[config.mk]
export PLATFORM = sky130hd
export DESIGN_NAME = srisc_alu
export DESIGN_NICKNAME = d
export VERILOG_FILES = /design/src/design/srisc_pkg.sv /design/src/design/srisc_alu.sv
export SDC_FILE = /design/constraint.sdc
export NUM_CORES = 2
export LEC_CHECK = 0
export BUFFER_PORTS_ARGS = -buffer_cell sky130_fd_sc_hd__clkbuf_2
export CAP_MARGIN = 15
export CORE_MARGIN = 4
export CORE_UTILIZATION = 48
export CTS_BUF_LIST = sky130_fd_sc_hd__clkbuf_8 sky130_fd_sc_hd__clkbuf_16
export DETAILED_ROUTE_END_ITERATION = 7
export GPL_TIMING_DRIVEN = 1
export PLACE_DENSITY = 0.69
export SLEW_MARGIN = 20
export SYNTH_ARGS = -nofsm -noshare
export SYNTH_HDL_FRONTEND = slang
export SYNTH_SLANG_ARGS = --single-unit
[constraint.sdc]
create_clock -name clk -period 12.22 [get_ports clk]
set_input_delay 2.444 -clock clk [delete_from_list [all_inputs] [get_ports clk]]
set_output_delay 2.444 -clock clk [all_outputs]
set_load 0.01 [all_outputs]
[src/design/srisc_pkg.sv]
// Package for the SimpleRISC execute core: opcodes, widths, helpers.
// No dependencies.
package srisc_pkg;

    localparam int MEM_WORDS_DEF = 4096;
    localparam int REG_COUNT_DEF = 16;
    localparam int XLEN          = 32;
    localparam int BASE_W        = 14;
    localparam logic [BASE_W-1:0] DATA_BASE_RST = 14'd4000;
    localparam logic [XLEN-1:0]   HALT_WORD     = 32'h0000_00ff;
    localparam logic [3:0]        SP_REG        = 4'd14;
    localparam logic [3:0]        LINK_REG      = 4'd15;

    localparam logic [4:0] OP_ADD  = 5'd0;
    localparam logic [4:0] OP_SUB  = 5'd1;
    localparam logic [4:0] OP_MUL  = 5'd2;
    localparam logic [4:0] OP_DIV  = 5'd3;
    localparam logic [4:0] OP_MOD  = 5'd4;
    localparam logic [4:0] OP_CMP  = 5'd5;
    localparam logic [4:0] OP_AND  = 5'd6;
    localparam logic [4:0] OP_OR   = 5'd7;
    localparam logic [4:0] OP_NOT  = 5'd8;
    localparam logic [4:0] OP_MOV  = 5'd9;
    localparam logic [4:0] OP_LSL  = 5'd10;
    localparam logic [4:0] OP_LSR  = 5'd11;
    localparam logic [4:0] OP_ASR  = 5'd12;
    localparam logic [4:0] OP_LD   = 5'd14;
    localparam logic [4:0] OP_ST   = 5'd15;
    localparam logic [4:0] OP_BEQ  = 5'd16;
    localparam logic [4:0] OP_BGT  = 5'd17;
    localparam logic [4:0] OP_B    = 5'd18;
    localparam logic [4:0] OP_CALL = 5'd19;
    localparam logic [4:0] OP_RET  = 5'd20;

    // immediate with its 2-bit modifier
    function automatic logic [XLEN-1:0] make_imm(input logic [XLEN-1:0] w);
        logic [XLEN-1:0] r;
        unique case (w[17:16])
            2'd0:    r = {{16{w[15]}}, w[15:0]};
            2'd1:    r = {16'd0, w[15:0]};
            2'd2:    r = {w[15:0], 16'd0};
            default: r = '0;
        endcase
        return r;
    endfunction

endpackage

[src/design/srisc_alu.sv]
// Shared arithmetic unit: combinational ops plus an iterative unsigned divider.
// Depends on srisc_pkg.
module srisc_alu (
    input  logic                   clk,
    input  logic                   rst_n,
    input  logic                   start,
    input  logic [4:0]             op,
    input  logic [31:0]            a,
    input  logic [31:0]            b,
    output logic                   done,
    output logic [31:0]            result,
    output logic                   eq,
    output logic                   gt
);
    import srisc_pkg::*;

    logic        busy_reg, busy_next;
    logic [5:0]  cnt_reg, cnt_next;
    logic [31:0] quo_reg, quo_next;
    logic [32:0] rem_reg, rem_next;
    logic [31:0] div_reg, div_next;
    logic [32:0] trial;
    logic        is_div;
    logic [31:0] mul_res;

    assign is_div  = (op == OP_DIV) || (op == OP_MOD);
    assign mul_res = a * b;
    assign trial   = {rem_reg[31:0], quo_reg[31]} - {1'b0, div_reg};
    assign eq      = (a == b);
    assign gt      = ($signed(a) > $signed(b));

    // restoring divider, one quotient bit a cycle
    always_comb
    begin
        busy_next = busy_reg;
        cnt_next  = cnt_reg;
        quo_next  = quo_reg;
        rem_next  = rem_reg;
        div_next  = div_reg;
        if (start && is_div)
        begin
            busy_next = 1'b1;
            cnt_next  = 6'd32;
            quo_next  = a;
            rem_next  = '0;
            div_next  = b;
        end
        else if (busy_reg)
        begin
            if (trial[32])
            begin
                rem_next = {rem_reg[31:0], quo_reg[31]};
                quo_next = {quo_reg[30:0], 1'b0};
            end
            else
            begin
                rem_next = trial;
                quo_next = {quo_reg[30:0], 1'b1};
            end
            cnt_next = cnt_reg - 6'd1;
            if (cnt_reg == 6'd1)
            begin
                busy_next = 1'b0;
            end
        end
    end

    always_ff @(posedge clk or negedge rst_n)
    begin
        if (!rst_n)
        begin
            busy_reg <= 1'b0;
            cnt_reg  <= '0;
        end
        else
        begin
            busy_reg <= busy_next;
            cnt_reg  <= cnt_next;
        end
    end

    always_ff @(posedge clk)
    begin
        quo_reg <= quo_next;
        rem_reg <= rem_next;
        div_reg <= div_next;
    end

    // result select; divide results valid once the iteration ends
    // (a zero divisor leaves all ones in the quotient and the dividend in the remainder)
    always_comb
    begin
        done   = 1'b1;
        result = '0;
        unique case (op)
            OP_ADD:  result = a + b;
            OP_SUB:  result = a - b;
            OP_MUL:  result = mul_res;
            OP_AND:  result = a & b;
            OP_OR:   result = a | b;
            OP_NOT:  result = ~b;
            OP_MOV:  result = b;
            OP_LSL:  result = a << b[4:0];
            OP_LSR:  result = a >> b[4:0];
            OP_ASR:  result = $unsigned($signed(a) >>> b[4:0]);
            OP_LD,
            OP_ST:   result = a + b;
            OP_DIV:
            begin
                done   = !busy_reg && !start;
                result = (div_reg == '0) ? '1 : quo_reg;
            end
            OP_MOD:
            begin
                done   = !busy_reg && !start;
                result = rem_reg[31:0];
            end
            default: result = '0;
        endcase
    end
endmodule

# Word-level counts from Yosys, hierarchy flattened

Cells that the tools add are included.

Register bits after elaboration: 103
Output and inout bits: 35
Word-level logic and storage cells: 54

Multiply operators: 1
Reductions and logical operators: 10
Bitwise gates (word level): 3
Add/subtract/negate cells: 4
Equal/unequal tests: 15
Magnitude comparators: 1
Shift operators: 3
Mux-type cells: 12

Operators with widths:

| kind                | count |
|---|---|
| $pmux 32 s12        | 1 |
| $mux 32             | 4 |
| $eq 5x4->1 const B  | 7 |
| $sub 33x32->33      | 1 |
| $add 32x32->32      | 1 |
| $and 32x32->32      | 1 |
| $eq 32x32->1        | 1 |
| $gt 32x32->1        | 1 |
| $logic_not 32->1    | 1 |
| $mul 32x32->32      | 1 |
| $not 32->32         | 1 |
| $or 32x32->32       | 1 |
| $shl 32x5->32       | 1 |
| $shr 32x5->32       | 1 |
| $sshr 32x5->32      | 1 |
| $sub 32x32->32      | 1 |
| $eq 5x3->1 const B  | 3 |
| $mux 6              | 2 |
| $eq 5x2->1 const B  | 2 |
| $eq 6x1->1 const B  | 1 |
| $sub 6x1->6 const B | 1 |
| $eq 5x1->1 const B  | 1 |
| $logic_not 5->1     | 1 |
| $mux 1              | 5 |
| other kinds (6)     | 8 |

# Longest topological paths before layout

Depth in word-level cells: 4
Mapped depth: 32

# Least setup slack after synthesis

Ideal clock, no wire load.

Path kind: input -> output
Start point: input b[2]
End point: output result[29]
Data required time: 9.776 ns
Setup slack: -0.347 ns
Cell stages on the path: 28
Data arrival time: 10.123 ns
Cells stage by stage: inv_1 -> clkbuf_1 -> buf_1 -> clkbuf_1 -> buf_1 -> nor2_1 -> fa_1 -> inv_1 -> fa_1 -> fa_1 -> fa_1 -> inv_1 -> fa_1 -> fa_1 -> fa_1 -> fa_1 -> ha_1 -> clkbuf_1 -> nand2_1 -> o21ai_0 -> o21ai_0 -> a21oi_1 -> o311ai_0 -> or2_2 -> nand3b_1 -> xnor2_1 -> nor2_1 -> or3_1

Longest elaborated chain between the ends: 2

Ends and longest elaborated chain:

| item                                         | line            | text |
|---|---|---|
| from (decl)                                  | srisc_alu.sv:9  | `input logic [31:0] b,` |
| $mul 32x32->32, or another cell as far along | srisc_alu.sv:27 | `assign mul_res = a * b;` |
| $pmux 32 s12 *                               | srisc_alu.sv:95 | `unique case (op)` |
| to (decl)                                    | srisc_alu.sv:11 | `output logic [31:0] result,` |

Every way passes the cells marked *; elsewhere a longest branch is shown, timed or not.

# Worst setup path after layout

Start point: input b[10]
End point: output result[29]

Longest elaborated chain between the ends: 2

Ends and longest elaborated chain:

| item                                         | line |
|---|---|
| $mul 32x32->32, or another cell as far along | srisc_alu.sv:27 |
| $pmux 32 s12 *                               | srisc_alu.sv:95 |

Marks and branches as above.

==> results.tsv <==
stage	metric	value	unit
timing	Setup TNS	0	ns
placement	DP Area	31700	um^2
detailed_routing	Post-Route WL	131	mm
setup_path	crit-path max cell delay	0.60	ns
timing	final hold vios	0	
grt	antenna violations before repair	2	
yosys	Area contributors post-synth	fa_1 28%, ha_1 11%, nor2_1 6.9%	
setup_path	Critical Path RT	9.78	ns
clock_network	CTS tree	done	
timing	setup ws final	0.0417	ns
yosys	top cells by count, synth	545 x nor2_1, 498 x inv_1, 411 x fa_1	
setup_path	R2R cell count	14	
yosys	Mapped Avg Cell Area	7.83	um^2
yosys	share of synthesized registers carrying an async set or reset	6.80	%
grt	Tot GR Track Use	39.2	%
placement	dpl ws	-0.0760	ns
timing	Tcrit/Tclk final	99.7	%
yosys	#FFs+latches synth	103	
cells_and_area	Fillers	5982	
setup_path	Reg2Reg Setup Slack	8.11	ns
setup_path	CP startpoint kind	input pin	
yosys	Synth top area share	27.7	%
floorplan	Die Y	257	um
setup_path	Crit path buffers/inverters	7	
clock_network	clock root cell	clkbuf_16	
timing	Final Skew	0.0237	ns
detailed_routing	vias per cell	6.34	
clock_network	Clock Sinks	103	
detailed_routing	Pre-Repair DR Iteration Count	8	
yosys	Yosys warnings	0	
yosys	adder-cell share of the synthesized area	38.4	%
yosys	predominant post-synthesis flop cell	edfxtp_1	
floorplan	# rows	90	
setup_path	cell family with most CP delay	adder cells	
setup_path	reg2reg end	rem_reg[3]$_SDFFE_PP0P_	
yosys	area leader, netlist	fa_1	
yosys	main combinational cell family by area after synthesis	adder cells	
grt	global-route wire length before repair	192	mm
cells_and_area	# nets final	4585	
detailed_routing	Starting DRT DRC Count	4083	
worst_hold_path	hold-critical path depth	2	
setup_path	CP most frequent cell	fa_1	
clock_network	htree depth	3	
clock_network	Worst-Skew Late Latency	0.40	ns
grt	largest net degree at the start of global routing	74	
placement	GP Congestion	1.08	
floorplan	core area	60800	um^2
clock_network	clock transition at the registers of the reported paths	0.08	ns
detailed_routing	WL/cell	28.3	um
setup_path	Crit Path Class	input pin to output port	
yosys	Compound-Gate Fraction of Synth Area	18.3	%
yosys	Synth Area in Simple Gates	16.9	%
clock_network	worst-case clock buffer depth	2	
yosys	synth unique cells	87	
placement	DP Wirelength	106	mm
cells_and_area	diode count	0	
floorplan	Die Wd	257	um
cells_and_area	layout cell share with drive strength beyond 1	9.89	%
yosys	mux contribution to synthesized area	4.00	%
setup_path	slowest cell on the critical path	fa_1	
setup_path	critical path cell sequence	clkbuf_2, clkinv_1, buf_4, nor2_1, fa_1, fa_1, inv_1, fa_1, fa_1, inv_1, fa_1, fa_1, fa_1, fa_1, ha_1, o311ai_2, buf_4, or2_2, nand3b_1, xnor2_1, nor2_1, or3_1, clkbuf_2	
floorplan	Ports	107	
cells_and_area	fin area	32200	um^2
yosys	Post-synth EDFFs	64	
flow_run	Max Cap Viol	0	
yosys	post-synthesis xor/xnor area fraction	3.53	%
setup_path	crit path from	b[10]	
worst_hold_path	Min-Delay Endpoint	cnt_reg[5]$_DFFE_PN0P_	
floorplan	Initial Util	48.9	%
placement	PortBufs	106	
timing	Max Fclk	0.0821	GHz
clock_network	hold_buf cts	0	
timing	Final setup viols	0	
setup_path	Crit. End Element	output port	
timing	minimum clock period	12.18	ns
yosys	syn nets	4533	
grt	vias in the first global route	28942	
timing	pins over their slew limit	0	
detailed_routing	DRT antenna net count	0	
setup_path	crit-path max FO	12	
yosys	cell area after synthesis	29700	um^2
floorplan	die area	66000	um^2
status	status	finished, final reports clean	
yosys	most common cell in the netlist	nor2_1	
yosys	Synth Instances	3796	
cells_and_area	Area Growth Syn to Fin	8.46	%
cells_and_area	Storage cell area	2740	um^2
grt	overflow left after global routing	0	
timing	Worst-Margin Slew	1.20	ns
yosys	sequential share of the synthesized area	9.21	%
setup_path	WP data arrival	9.73	ns
timing	worst hold slack	0.531	ns
timing	max_slew headroom	19.2	%
clock_network	Num CTS Buffers	9	
worst_hold_path	min-delay src	cnt_reg[5]$_DFFE_PN0P_	
detailed_routing	Via Count	29366	
setup_path	RR Startpoint	quo_reg[31]$_DFFE_PP_	
cells_and_area	footprint of the multi-input gates	24300	um^2
detailed_routing	DRC	0	
timing	RSZ-0062 raised after global routing	true	
worst_hold_path	worst hold path class	flop to flop	
-- worst max-delay path by stage --
| stage | slack (ns) | to | depth (start not counted) |
|---|---|---|---|
| floorplan | 0.09 | result[29] | 29 |
| global placement | 0.03 | result[29] | 28 |
| detailed placement | -0.08 | result[29] | 28 |
| CTS | 0.03 | result[29] | 29 |
| global route | -0.09 | result[29] | 27 |
| finish | 0.04 | result[29] | 23 |
-- cells by family (layout without fill, tap and decap cells) --
kind of cell	Yosys count	in the layout
AOI/OAI and AO/OA	858	858
xor gates and xnor gates	119	119
adders and majority gates	665	665
buffers and inverters	760	817
DFF	103	103
muxes	109	109
and+or+nand+nor	1182	1182
-- per-stage QoR --
step	cells	utilization, %
global route	4635	53.0
detailed placement	4617	52.2
global placement	4617	52.2
floorplan	3796	-
CTS	4633	52.7
finish	4635	53.0
-- worst min-delay path: stages, from the launching register on --
cell and delay (ns):
dfrtp_1 0.37, xor2_1 0.07, nand2_1 0.06
-- layout make-up --
type	count	area share (%)
inverters	512	6.08
multi-input cells	2933	75.3
flip-flops and latches	103	8.50
well taps	782	3.04
repair buffers	289	6.17
clock buffers	9	0.699
clock inverters	7	0.268
-- routing by layer --
layer | vias to the layer above | GRT usage (%) | wire, um
li1 | 12693 | - | -
met1 | 14279 | 52.2 | 50300
met2 | 1961 | 57.4 | 54300
met3 | 427 | 10.4 | 16500
met4 | 6 | 23.3 | 9860
met5 | - | 0 | 46
-- cell usage in the layout (no fill, tap or decap), drive strengths merged, types with 16 or more instances in the layout --
cell type and count:
a22oi 33, edfxtp 64, a21oi 233, nand4 23, o21ai 259, fa 411
nor2b 17, a221o 17, a211oi 35, ha 254, o21bai 16, dfxtp 32
xor2 30, o211ai 40, o22ai 17, nor2 545, clkbuf 114, inv 497
nand2 394, buf 184, nor4 19, a21o 34, nand2b 48, xnor2 89
nand3 32, or3 18, o221ai 36, a31oi 20, nor3 37, mux2i 93
-- repair_timing --
action,4_1_cts,5_1_grt
setup buffers,0,2
setup endpoints to repair,1,7
gates resized for setup,2,33
pin swaps,0,2
Power is left out: the tool's default activity adds up to more than one toggle a clock period on the data nets, which glitch-free logic cannot reach.
